`src/hw/rtl/at_response_and_ipd_deframer_core_assert.svh`:
```
// Assertion macros for the AT response and IPD deframer.
// Used by the top level only; expects signals clk and arst_n in scope.
`ifndef AT_RESPONSE_AND_IPD_DEFRAMER_CORE_ASSERT_SVH
`define AT_RESPONSE_AND_IPD_DEFRAMER_CORE_ASSERT_SVH
`ifndef ASSERT_OFF
`define ATRD_ASSERT_IMP(lbl, ante, cons) \
	lbl: assert property (@(posedge clk) disable iff (!arst_n) (ante) |-> (cons)) \
		else $error("deframer check failed in the same cycle");
`define ATRD_ASSERT_NXT(lbl, ante, cons) \
	lbl: assert property (@(posedge clk) disable iff (!arst_n) (ante) |=> (cons)) \
		else $error("deframer check failed one cycle later");
`else
`define ATRD_ASSERT_IMP(lbl, ante, cons)
`define ATRD_ASSERT_NXT(lbl, ante, cons)
`endif
`endif

```
`src/hw/rtl/atrd_pkg.sv`:
```
// Shared types and constants for the AT response and IPD deframer.
// No dependencies; imported by every module of the block.
package atrd_pkg;

	localparam int MAX_FRAME_DEF = 256;

	// Width of the net frame length compare: 5 + 16-bit length + 8-bit header count.
	localparam int LEN_CMP_W = 17;

	localparam logic [7:0] CH_PLUS  = 8'h2B;
	localparam logic [7:0] CH_COLON = 8'h3A;
	localparam logic [7:0] CH_COMMA = 8'h2C;
	localparam logic [7:0] CH_ZERO  = 8'h30;
	localparam logic [7:0] CH_SPACE = 8'h20;
	localparam logic [7:0] CH_NUL   = 8'h00;
	localparam logic [7:0] CH_CR    = 8'h0D;
	localparam logic [7:0] CH_LF    = 8'h0A;
	localparam logic [7:0] CH_O     = 8'h4F;
	localparam logic [7:0] CH_K     = 8'h4B;
	localparam logic [7:0] CH_R     = 8'h52;

	// Header digits start at this frame position; a net frame spans this many fixed bytes.
	localparam int NET_HDR_POS  = 4;
	localparam int NET_HDR_BASE = 5;

	typedef enum logic [1:0] {
		MODE_NET     = 2'd0,
		MODE_RSP     = 2'd1,
		MODE_DISCARD = 2'd2,
		MODE_SMART   = 2'd3
	} mode_t;

	typedef struct packed {
		logic [7:0]  out_byte;
		logic        frame_end;
		logic [8:0]  frame_length;
		logic [15:0] payload_length;
		logic        overflow;
	} res_t;

endpackage

```
`src/hw/rtl/atrd_frame_fsm.sv`:
```
// Framing state and per-byte update of the deframer.
// Depends on atrd_pkg; each byte is processed combinationally and registered on step.
module atrd_frame_fsm
	import atrd_pkg::*;
#(
	parameter int MaxFrame = MAX_FRAME_DEF,
	localparam int CntW = $clog2(MaxFrame + 1)
) (
	input  logic            clk,
	input  logic            arst_n,
	input  logic            mode_we,
	input  logic [1:0]      mode_wdata,
	input  logic            step,
	input  logic [7:0]      byte_in,
	output logic            emit,
	output res_t            res,
	output logic [CntW-1:0] frame_cnt,
	output logic            frame_open
);

	mode_t            mode_q;
	logic [CntW-1:0]  cnt_q, cnt_n;
	logic             open_q, open_n;
	logic             hdr_done_q, hdr_done_n;
	logic [15:0]      acc_q, acc_n;
	logic [7:0]       hdr_chars_q, hdr_chars_n;
	logic [7:0]       prev_q, prev2_q;
	logic             norm_end;
	logic             ovf;
	logic             fin;

	always_comb begin
		cnt_n       = cnt_q;
		open_n      = open_q;
		hdr_done_n  = hdr_done_q;
		acc_n       = acc_q;
		hdr_chars_n = hdr_chars_q;
		emit        = 1'b0;
		norm_end    = 1'b0;
		unique case (mode_q)
			MODE_DISCARD: begin
				emit = 1'b0;
			end
			MODE_NET: begin
				if (!open_q) begin
					if (byte_in == CH_PLUS) begin
						open_n = 1'b1;
					end
				end else begin
					if (!hdr_done_q) begin
						if (byte_in == CH_COLON) begin
							hdr_done_n = 1'b1;
						end else if (cnt_q >= CntW'(NET_HDR_POS)) begin
							if (byte_in == CH_COMMA) begin
								acc_n = '0;
							end else begin
								// Non-digits are folded in the same way as digits.
								acc_n = (acc_q << 3) + (acc_q << 1) + {8'b0, byte_in}
									- {8'b0, CH_ZERO};
							end
							hdr_chars_n = hdr_chars_q + 8'd1;
						end
					end
					cnt_n    = cnt_q + CntW'(1);
					emit     = 1'b1;
					norm_end = hdr_done_n && (LEN_CMP_W'(cnt_n) == LEN_CMP_W'(NET_HDR_BASE)
						+ LEN_CMP_W'(acc_n) + LEN_CMP_W'(hdr_chars_n));
				end
			end
			MODE_RSP: begin
				if (!(byte_in == CH_SPACE || byte_in == CH_NUL || byte_in == CH_CR
						|| byte_in == CH_LF || byte_in == CH_PLUS)) begin
					cnt_n    = cnt_q + CntW'(1);
					emit     = 1'b1;
					norm_end = (byte_in == CH_K && prev_q == CH_O)
						|| (byte_in == CH_R && prev_q == CH_O && prev2_q == CH_R);
				end
			end
			MODE_SMART: begin
				cnt_n    = cnt_q + CntW'(1);
				emit     = 1'b1;
				norm_end = (byte_in == CH_K && prev_q == CH_O);
			end
			default: begin
				emit = 1'b0;
			end
		endcase
		ovf = !norm_end && (cnt_n >= CntW'(MaxFrame));
		fin = norm_end || ovf;
	end

	assign res.out_byte       = byte_in;
	assign res.frame_end      = fin;
	assign res.frame_length   = 9'(cnt_n);
	assign res.payload_length = (mode_q == MODE_NET) ? acc_n : 16'd0;
	assign res.overflow       = ovf;

	assign frame_cnt  = cnt_q;
	assign frame_open = open_q;

	always_ff @(posedge clk or negedge arst_n) begin
		if (!arst_n) begin
			mode_q      <= MODE_NET;
			cnt_q       <= '0;
			open_q      <= 1'b0;
			hdr_done_q  <= 1'b0;
			acc_q       <= '0;
			hdr_chars_q <= '0;
			prev_q      <= '0;
			prev2_q     <= '0;
		end else if (mode_we) begin
			// A mode change abandons whatever frame is in progress.
			mode_q      <= mode_t'(mode_wdata);
			cnt_q       <= '0;
			open_q      <= 1'b0;
			hdr_done_q  <= 1'b0;
			acc_q       <= '0;
			hdr_chars_q <= '0;
			prev_q      <= '0;
			prev2_q     <= '0;
		end else if (step) begin
			if (emit && fin) begin
				cnt_q       <= '0;
				open_q      <= 1'b0;
				hdr_done_q  <= 1'b0;
				acc_q       <= '0;
				hdr_chars_q <= '0;
				prev_q      <= '0;
				prev2_q     <= '0;
			end else begin
				cnt_q       <= cnt_n;
				open_q      <= open_n;
				hdr_done_q  <= hdr_done_n;
				acc_q       <= acc_n;
				hdr_chars_q <= hdr_chars_n;
				if (emit) begin
					prev_q  <= byte_in;
					prev2_q <= prev_q;
				end
			end
		end
	end

endmodule

```
`src/hw/rtl/atrd_out_reg.sv`:
```
// Result register of the deframer with valid/stall handshake.
// Depends on atrd_pkg for the result word type.
module atrd_out_reg
	import atrd_pkg::*;
(
	input  logic clk,
	input  logic arst_n,
	input  logic load,
	input  res_t res_in,
	input  logic stall,
	output logic valid,
	output logic free,
	output res_t res_out
);

	logic valid_q;
	res_t res_q;

	// The register can take a new word when empty or when its word leaves this cycle.
	assign free    = !valid_q || !stall;
	assign valid   = valid_q;
	assign res_out = res_q;

	always_ff @(posedge clk or negedge arst_n) begin
		if (!arst_n) begin
			valid_q <= 1'b0;
		end else if (load) begin
			valid_q <= 1'b1;
		end else if (!stall) begin
			valid_q <= 1'b0;
		end
	end

	always_ff @(posedge clk) begin
		if (load) begin
			res_q <= res_in;
		end
	end

endmodule

```
`src/hw/rtl/at_response_and_ipd_deframer_core.sv`:
```
// Top level of the AT response and IPD deframer.
// Depends on atrd_pkg, atrd_frame_fsm, atrd_out_reg and the assertion header.

// Frames bytes received from an AT-command modem according to rx_mode (0 net
// "+IPD" frames, 1 command responses closed by OK or ERROR, 2 discard, 3 smart
// link closed by OK). One byte is accepted every cycle while rx_stall is low;
// a kept byte passes through the input register and then the result register,
// with the whole framing update done combinationally between them. A byte
// that is dropped gives no result. Writing rx_mode abandons any partial frame
// and should only be done while no byte is in flight. A frame that reaches
// MaxFrame bytes is closed with overflow set.
`include "at_response_and_ipd_deframer_core_assert.svh"

module at_response_and_ipd_deframer_core
	import atrd_pkg::*;
#(
	parameter int MaxFrame = MAX_FRAME_DEF
) (
	input  logic        clk,
	input  logic        arst_n,
	input  logic        rx_mode_we,
	input  logic [1:0]  rx_mode,
	input  logic        rx_valid,
	output logic        rx_stall,
	input  logic [7:0]  rx_byte,
	output logic        res_valid,
	input  logic        res_stall,
	output logic [7:0]  out_byte,
	output logic        frame_end,
	output logic [8:0]  frame_length,
	output logic [15:0] payload_length,
	output logic        overflow
);

	localparam int CntW = $clog2(MaxFrame + 1);

	logic            valid_s1;
	logic [7:0]      byte_s1;
	logic            emit;
	logic            slot_free;
	logic            advance;
	res_t            res_next;
	res_t            res_cur;
	logic [CntW-1:0] frame_cnt;
	logic            frame_open;

	// A word without a result moves on even when the result register is full.
	assign advance  = valid_s1 && (!emit || slot_free);
	assign rx_stall = valid_s1 && !advance;

	always_ff @(posedge clk or negedge arst_n) begin
		if (!arst_n) begin
			valid_s1 <= 1'b0;
		end else if (rx_valid && !rx_stall) begin
			valid_s1 <= 1'b1;
		end else if (advance) begin
			valid_s1 <= 1'b0;
		end
	end

	always_ff @(posedge clk) begin
		if (rx_valid && !rx_stall) begin
			byte_s1 <= rx_byte;
		end
	end

	atrd_frame_fsm #(
		.MaxFrame(MaxFrame)
	) u_fsm (
		.clk       (clk),
		.arst_n    (arst_n),
		.mode_we   (rx_mode_we),
		.mode_wdata(rx_mode),
		.step      (advance),
		.byte_in   (byte_s1),
		.emit      (emit),
		.res       (res_next),
		.frame_cnt (frame_cnt),
		.frame_open(frame_open)
	);

	atrd_out_reg u_out (
		.clk    (clk),
		.arst_n (arst_n),
		.load   (advance && emit),
		.res_in (res_next),
		.stall  (res_stall),
		.valid  (res_valid),
		.free   (slot_free),
		.res_out(res_cur)
	);

	assign out_byte       = res_cur.out_byte;
	assign frame_end      = res_cur.frame_end;
	assign frame_length   = res_cur.frame_length;
	assign payload_length = res_cur.payload_length;
	assign overflow       = res_cur.overflow;

	`ATRD_ASSERT_IMP(a_cnt_bound, 1'b1, frame_cnt <= CntW'(MaxFrame))
	`ATRD_ASSERT_IMP(a_ovf_closes, res_valid && overflow, frame_end && frame_length == 9'(MaxFrame))
	`ATRD_ASSERT_NXT(a_mode_clears, rx_mode_we, frame_cnt == '0 && !frame_open)

endmodule
```
`config.mk`:
```
export PLATFORM = sky130hd
export DESIGN_NAME = at_response_and_ipd_deframer_core
export DESIGN_NICKNAME = d
export VERILOG_FILES = /design/src/hw/rtl/atrd_pkg.sv /design/src/hw/rtl/atrd_frame_fsm.sv /design/src/hw/rtl/atrd_out_reg.sv /design/src/hw/rtl/at_response_and_ipd_deframer_core.sv
export VERILOG_INCLUDE_DIRS = /design/src /design/src/hw/rtl
export SDC_FILE = /design/constraint.sdc
export NUM_CORES = 1
export LEC_CHECK = 0
export ABC_CLOCK_PERIOD_IN_PS = 11200
export BUFFER_PORTS_ARGS = -buffer_cell sky130_fd_sc_hd__buf_2
export CAP_MARGIN = 5
export CORE_UTILIZATION = 45
export DETAILED_ROUTE_END_ITERATION = 8
export PLACE_DENSITY_LB_ADDON = 0.1
export SYNTH_ARGS = -nofsm -noshare
export SYNTH_HDL_FRONTEND = slang
export SYNTH_HIERARCHICAL = 1
export SYNTH_SLANG_ARGS = --single-unit
export TNS_END_PERCENT = 10
```
`constraint.sdc`:
```
create_clock -name clk -period 11.2 [get_ports clk]
set_input_delay 2.24 -clock clk [delete_from_list [all_inputs] [get_ports clk]]
set_output_delay 2.24 -clock clk [all_outputs]
set_load 0.01 [all_outputs]
```
Yosys cells after proc, flatten, opt, wreduce, memory -nomap -nowiden --
Index checks and enable logic that the tools add are counted.
Cells by class: $add $sub $neg 7, order comparisons 2, eq/ne operators 15, multiplexer cells 60, reductions and logical operators 34
Operators with widths (number):
- $mux 16 | 11
- $mux 8 | 18
- $mux 9 | 5
- $eq 8x6->1 const B | 4
- $eq 8x7->1 const B | 4
- $pmux 9 s3 | 1
- $mux 1 | 23
- $add 17x8->17 | 1
- $add 3x16->17 const A | 1
- $eq 9x17->1 | 1
- $add 16x16->16 | 1
- $add 16x8->16 | 1
- $eq 8x4->1 const B | 2
- $sub 16x6->16 const B | 1
- $logic_and 1x1->1 | 10
- $add 9x1->9 const B | 1
- $ge 9x3->1 const B | 1
- $ge 9x9->1 const B | 1
- $reduce_bool 3->1 | 3
- $add 8x1->8 const B | 1
- $logic_not 8->1 | 1
- $logic_or 1x1->1 | 8
- $logic_not 1->1 | 6
- $eq 2x2->1 const B | 2
- other kinds (8) | 10
Word-level totals: register bits 98, logic and storage cells 134

Longest topological paths before layout --
Gate-level depths: netlist (run 1).
depth in word-level cells 22, gate-level depth with buffers 24

Hierarchy --
The synthesis (run 1) kept the hierarchy.
By module, submodules not included:
- atrd_frame_fsm | times used 1, cells each 616, area an instance 5261.3 µm²
- atrd_out_reg | times used 1, cells each 38, area an instance 1087.3 µm²
- at_response_and_ipd_deframer_core | times used 1, cells each 17, area an instance 320.3 µm²

Least setup slack after synthesis (run 1) --
OpenSTA, ideal clock, no wires.
kind register to register, start reg byte_s1[3], end reg u_fsm.acc_q[13], data arrival time 5.373 ns, data required time 11.078 ns, path slack 5.705 ns, cell stages (with the launch flop) 22, buffers on the path 2, clock period less this slack 5.495 ns, cell sequence edfxtp_1 > fa_1 > fa_1 > fa_1 > nand3_1 > nand2_1 > xor2_1 > a22oi_1 > inv_1 > ha_1 > ha_1 > o21a_1 > o21ai_0 > a31oi_1 > or2_2 > a221oi_1 > o22ai_2 > o311a_4 > or2_1 > buf_6 > buf_6 > a32o_1
Between the ends: longest elaborated chain between the ends 21, elaborated cells on any way between the ends 58, those cells by class 4 x add/sub; 1 x order compare; 9 x eq/ne; 26 x mux; 18 x reduce/logical
Ends and longest elaborated chain:
- from (decl) | line at_response_and_ipd_deframer_core.sv:38 | logic [7:0] byte_s1;
- from (signal assigned) | line at_response_and_ipd_deframer_core.sv:63 | byte_s1 <= rx_byte;
- $add 16x8->16 | line atrd_frame_fsm.sv:58 | acc_n = (acc_q << 3) + (acc_q << 1) + {8'b0, byte_in}
- $sub 16x6->16 | line atrd_frame_fsm.sv:59 | - {8'b0, CH_ZERO};
- $mux 16 | line atrd_frame_fsm.sv:54 | if (byte_in == CH_COMMA) begin
- $mux 16 | line atrd_frame_fsm.sv:53 | end else if (cnt_q >= CntW'(NET_HDR_POS)) begin
- $mux 16 | line atrd_frame_fsm.sv:51 | if (byte_in == CH_COLON) begin
- $mux 16 | line atrd_frame_fsm.sv:50 | if (!hdr_done_q) begin
- $mux 16 | line atrd_frame_fsm.sv:45 | if (!open_q) begin
- $mux 16 | line atrd_frame_fsm.sv:40 | unique case (mode_q)
- [5 not listed]
- $pmux 1 s3 | line atrd_frame_fsm.sv:40
- $logic_not 1->1 | line atrd_frame_fsm.sv:88 | ovf = !norm_end && (cnt_n >= CntW'(MaxFrame));
- $logic_and 1x1->1 | line atrd_frame_fsm.sv:88
- $logic_or 1x1->1 | line atrd_frame_fsm.sv:89 | fin = norm_end || ovf;
- $logic_and 1x1->1 | line atrd_frame_fsm.sv:122 | if (emit && fin) begin
- $mux 16 | line atrd_frame_fsm.sv:122
- $mux 16 | line atrd_frame_fsm.sv:121 | end else if (step) begin
- $mux 16 | line atrd_frame_fsm.sv:111 | end else if (mode_we) begin
- to (signal assigned) | line atrd_frame_fsm.sv:134 | acc_q <= acc_n;
- to (decl) | line atrd_frame_fsm.sv:25 | logic [15:0] acc_q, acc_n;
Parallel ways exist; a longest one is shown, timed or not. The select of a mux whose other input is x is not followed. A chain may end at the register's enable or synchronous reset.

==> impl_metrics.toml, run 1 <==
[yosys]
avgSynthCellArea_um2 = 9.939
yosysUniqueCellTypes = 78
synth-edff-count = 43
synthFlopType = "dfrtp_1"
async_flop_share_pct = 56.12
ys_seq_area_share_pct = 40.00
synth_top_area_share_pct = 20.64
synth_fp_nets = 746
synth_area_leaders = "dfrtp_1, edfxtp_1, ha_1"
ys_seq_elements = 98
syn_area_mm2 = 0.006669
ys.warnings.count = 6
synth_cells = 671
synth_top_area_cell = "dfrtp_1"

[worst_setup_path]
cpMaxStageDelayCell = "o311ai_4"
crit_arrival_ns = 6.48
r2r-start = "byte_s1[3]"
r2r_cells = 19
crit_top_cell = "ha_1"
critical_path_buf_inv_count = 1
reg2reg_to = "u_fsm/acc_q[12]"
reg2reg_slack_ns = 4.97
path_class = "reg -> reg"
path_max_fanout = 10
cp-end-kind = "flip-flop"
crit_family = "compound AO/OA/AOI/OAI gates"
start_kind = "flip-flop"
crit_required_ns = 11.45
critical_path.max_stage_delay_ns = 0.61
crit_chain = "fa_1 > fa_1 > ha_1 > a21o_1 > a21oi_1 > xnor2_1 > a22oi_1 > inv_1 > ha_1 > ha_1 > o21a_1 > o21ai_0 > a31oi_1 > or2_2 > a221oi_1 > o22ai_2 > o311ai_4 > nor2_1 > a22o_1"

[sta]
finClkSkew_ns = 0.01020
fin_crit_ns = 6.227
relSlewSlack_pct = 26.71
report.final.slew_viol_count = 0
fin_ws_ns = 4.973
finalSetupViolCount = 0
fin_setup_tns_ns = 0
finalCritPeriodShare_pct = 55.60
tightestPinTransition_ns = 1.097
max_freq_ghz = 0.1606
hold_viol = 0
hold-worst-slack_ns = 0.5082
rsz0062_at_grt = "false"

[global_route]
track_usage_pct = 24.11
grt_pass1_vias = 4985
antenna_found_initial = 0
grt_pass1_wl_um = 27360
grt_overflow = 0
grt_max_degree = 56

[drt]
routed_wl_um = 17150
first_iter_violations = 410
via_per_inst = 5.896
drc_errors = 0
wl_per_cell_um = 19.25
final_antenna_net_count = 0
vias = 5253
drtPass1Iterations = 5

[clocking]
cts_tree = "yes"
clockBufferDepth = 2
clockRootBuffer = "clkbuf_16"
clock_latency_ns = 0.36
cts.repair.resized = 0
holdBufCountCts = 0
cts-buffers-inserted = 9
cts_sinks = 98
post-cts-setup-buffer-count = 0
h-tree-depth = 3
clk_pin_slew_ns = 0.08

[pwr]
leakagePower_nw = 3.324
finalPower_mw = 0.7938
power.density_mw_per_mm2 = 108.6
ir_drop_uv = 70.35

[die]
die_area_mm2 = 0.01531
rows = 44
dieHeight_um = 123.7
core_mm2 = 0.01448
ios = 52
start_util_pct = 46.06
die-width_um = 123.7

[worst_hold_path]
hp-class = "reg -> reg"
hold_end = "u_fsm/prev2_q[7]"
min-delay-start = "u_fsm/prev2_q[7]"
holdPathStages = 1

[place]
port_buffers = 51
gp_congestion = 0.8732
placed_cells = 875
place_area_mm2 = 0.007005
place_ws_ns = 5.068
dp_hpwl_um = 12760

[final_layout]
syn_to_final_growth_pct = 9.606
final_cell_count_no_fill = 891
final_core_util_pct = 50.48
nets = 777
design_area_mm2 = 0.007310
antennaDiodeCount = 0
drive_above_1_share_pct = 12.73

[flow_run]
maxCapViolCount = 0

[outcome]
run_status = "finished, final reports clean"
[routing by layer]
metal / vias to the layer above / global-route usage (%) / part of all wire, %
li1: 2490 / - / -
met1: 2538 / 32.94 / 45
met2: 195 / 38.26 / 48
met3: 30 / 3.526 / 5.2
met4: 0 / 9.789 / 2.5
met5: - / 0 / 0
[state kept, by name, indices dropped and copies added, names as in the netlist]
register,flops
u_fsm/frame_cnt,9
u_fsm/hdr_done_q,1
u_fsm/prev2_q,8
byte_s1,8
u_fsm/mode_q,2
u_fsm/acc_q,16
u_out/res_out,35
u_out/valid,1
u_fsm/frame_open,1
u_fsm/prev_q,8
valid_s1,1
u_fsm/hdr_chars_q,8
[cell usage in the layout, fill, tap and decap left out, drive strengths merged, types with 8 or more instances in the layout]
cell type and count:
inv 64, buf 57, dfrtp 55, ha 53
nor2 52, nand2 51, edfxtp 43, xnor2 27
a22o 26, o21ai 25, a21oi 22, xor2 19
nand3 18, and2 16, a32o 14, nor3 11
mux2i 10, clkbuf 9, nand2b 8, nor4 8
[cell usage after synthesis (11+ instances only)]
library cell,count
edfxtp_1,43
nand2_1,51
inv_1,59
o21ai_0,23
xnor2_1,27
clkbuf_1,22
a32o_1,14
dfrtp_1,55
xor2_1,18
nand3_1,18
nor3_1,11
ha_1,53
a21oi_1,22
a22o_1,26
and2_1,15
nor2_1,52
[power by group]
group          leakage (nW)  switching [mW]  total (mW)  internal, mW
Combinational          2.01          0.0501      0.0751        0.0250
Sequential             1.16         0.00997       0.400         0.390
Clock                 0.148           0.160       0.319         0.159
Total                  3.32           0.220       0.794         0.574
[worst reg2reg max path, delay by kind of cell, from the launching register on]
family | cells | cell delay (ns)
flip-flops | 1 | 0.54
buffers and inverters | 1 | 0.08
AND/OR/NAND/NOR | 2 | 0.71
adder cells (fa/ha/maj) | 5 | 1.97
XOR/XNOR | 1 | 0.08
AO/OA/AOI/OAI | 10 | 2.72
[how the worst max path moves through the flow]
stage | from | to | slack, ns | depth (start not counted)
floorplan | byte_s1[3] | u_fsm/acc_q[13] | 5.71 | 21
global placement | byte_s1[3] | u_fsm/acc_q[10] | 5.27 | 19
detailed placement | byte_s1[3] | u_fsm/hdr_chars_q[3] | 5.07 | 19
CTS | byte_s1[3] | u_fsm/hdr_chars_q[3] | 5.05 | 19
global route | byte_s1[3] | u_fsm/hdr_chars_q[6] | 4.58 | 19
finish | byte_s1[3] | u_fsm/acc_q[12] | 4.97 | 19
[kinds of logic after synthesis]
group / after synthesis / share of synthesized area, %
AND/OR/NAND/NOR: 199 / 15.18
AO/OA/AOI/OAI: 159 / 18.22
flip-flops: 98 / 40.00
buffers and inverters: 97 / 6.398
adder cells (fa/ha/maj): 60 / 12.05
XOR/XNOR: 47 / 6.492
multiplexers: 11 / 1.670
[final cells by class]
class | count | area [um2]
clock buffers | 9 | 225.2
clock inverters | 7 | 78.83
fillers | 1364 | 7169
inverters | 60 | 225.2
multi-input cells | 476 | 3582
flip-flops and latches | 98 | 2668
well taps | 184 | 230.2
repair buffers | 57 | 300.3
(Power assumes the default switching activity.)
==> run 2, diff against run 1 <==
- ABC_CLOCK_PERIOD_IN_PS: 11200 -> 5350
- clock period: 11.2 -> 5.35 ns (I/O delays scaled with it)
==> run 2 against run 1 <==
  * Combinational power grew to 2.5 times the previous value
  * Via count rose by 6.1%
  * Design area rose by 11%
  * First-iteration DRC count shrank 8.8%
  * Hold slack better by 0.0027 ns
  * Sequential share of layout area fell by 3.6 points
  * Power up 120%
  * Sequential power increased by 110%
  * Register-to-register slack got worse by 4.9 ns
  * Critical path type unchanged
  * Largest cell class unchanged
  * Largest power group unchanged
  * Highest routed layer unchanged
==> impl_metrics.toml, run 2 (synthesized netlist as in run 1, its figures left out) <==
[die]
core_mm2 = 0.01448
start_util_pct = 46.06
rows = 44
die_area_mm2 = 0.01531
ios = 52
dieHeight_um = 123.7
die-width_um = 123.7

[sta]
finClkSkew_ns = 0.006469
tightestPinTransition_ns = 1.074
hold_viol = 0
fin_setup_tns_ns = 0
rsz0062_at_grt = "true"
max_freq_ghz = 0.1891
finalCritPeriodShare_pct = 98.86
hold-worst-slack_ns = 0.5109
fin_crit_ns = 5.289
finalSetupViolCount = 0
report.final.slew_viol_count = 0
relSlewSlack_pct = 28.22
fin_ws_ns = 0.06120

[drt]
first_iter_violations = 374
wl_met2_um = 9057
vias = 5572
dr_wl_met3_um = 735
wl_per_cell_um = 19.41
drtPass1Iterations = 5
drc_errors = 0
routed.top_layer = "met4"
drt-met1-wl_um = 8431
routed_wl_um = 18710
via_per_inst = 5.780
final_antenna_net_count = 0

[final_layout]
largest_reg_flops = 35
final_cell_count_no_fill = 964
design_area_mm2 = 0.008103
drive_above_1_share_pct = 25.00
nets = 850
syn_to_final_growth_pct = 21.50
antennaDiodeCount = 0
final_core_util_pct = 55.96
layout_common_cells = "buf_4, inv_1, dfrtp_1, buf_2, nor2_1"
final_common_cell = "buf_4"

[pwr]
ir_drop_uv = 189.4
power.density_mw_per_mm2 = 213.9
leakagePower_nw = 3.712
finalPower_mw = 1.733

[worst_setup_path]
crit_required_ns = 5.59
critical_path.max_stage_delay_ns = 0.48
path_class = "reg -> reg"
critical_path_buf_inv_count = 5
crit_family = "adder cells"
cp-end-kind = "flip-flop"
cpMaxStageDelayCell = "fa_2"
crit_chain = "fa_2 > fa_2 > buf_4 > fa_2 > nand3_2 > nand2_2 > xor2_1 > a22oi_1 > inv_1 > ha_4 > ha_4 > o21a_1 > o21ai_2 > a31oi_2 > or2_4 > buf_4 > nand4_1 > xor2_2 > buf_4 > o311a_4 > or2_4 > buf_12 > a32o_1"
path_max_fanout = 13
start_kind = "flip-flop"
crit_arrival_ns = 5.53

[worst_hold_path]
hp-class = "reg -> reg"

[outcome]
run_status = "finished, final reports clean"

[clocking]
clock_latency_ns = 0.36
clockRootBuffer = "clkbuf_16"
clockBufferDepth = 2
cts_sinks = 98
h-tree-depth = 3
cts-buffers-inserted = 9
clk_pin_slew_ns = 0.07
cts_tree = "yes"

[place]
gp_congestion = 0.9244
port_buffers = 51
dp_hpwl_um = 13810
placed_cells = 943
place_ws_ns = -0.1948
place_area_mm2 = 0.007540

[global_route]
track_usage_pct = 25.59
grt_pass1_wl_um = 29000
antenna_found_initial = 0
grt_max_degree = 56
grt_overflow = 0
grt_pass1_vias = 5469

[flow_run]
maxCapViolCount = 0
## run 2: layout make-up
type,count,area [um2]
clock buffer,11,264.0
clock inverter,5,58.81
fill,1300,6376
inverter,60,225.2
multi-input combinational,476,3780
sequential,98,2668
tap,184,230.2
timing repair buffer,130,877.1
## run 2: worst register-to-register path: stages, from the launching register on
cell and delay (ns):
dfrtp_1 0.40, fa_2 0.40, fa_2 0.48, buf_4 0.15
fa_2 0.42, nand3_2 0.11, nand2_2 0.06, xor2_1 0.15
a22oi_1 0.17, inv_1 0.11, ha_4 0.23, ha_4 0.27
o21a_1 0.15, o21ai_2 0.09, a31oi_2 0.17, or2_4 0.17
buf_4 0.11, nand4_1 0.11, xor2_2 0.22, buf_4 0.16
o311a_4 0.38, or2_4 0.25, buf_12 0.15, a32o_1 0.26
## run 2: report_power, final
group          internal [mW]  switching (mW)
Combinational         0.0680           0.120
Sequential             0.816          0.0157
Clock                  0.406           0.308
## run 2: worst paths after layout
path,startpoint,endpoint,slack (ns),cells after the start
max,u_fsm/acc_q[2],u_fsm/acc_q[8],0.06,23
min,u_out/valid,u_out/valid,0.51,1
max reg2reg,u_fsm/acc_q[2],u_fsm/acc_q[8],0.06,23
min reg2reg,u_out/valid,u_out/valid,0.51,1
max in group asynchronous,arst_n,u_fsm/acc_q[5],3.97,2
min in group asynchronous,arst_n,u_fsm/acc_q[11],0.84,2
## run 2: timing repair
item / CTS / global route
hold buffers: 0 / 0
pin swaps: 5 / 15
gates resized for setup: 6 / 30
endpoints found under the setup margin: 41 / 50
buffers inserted: 2 / 4
## run 2: layer usage
layer  up-vias  GRT usage (%)
li1       2630              -
met1      2754          33.81
met2       156          41.84
met3        32          3.938
met4         0          10.24
met5         -              0
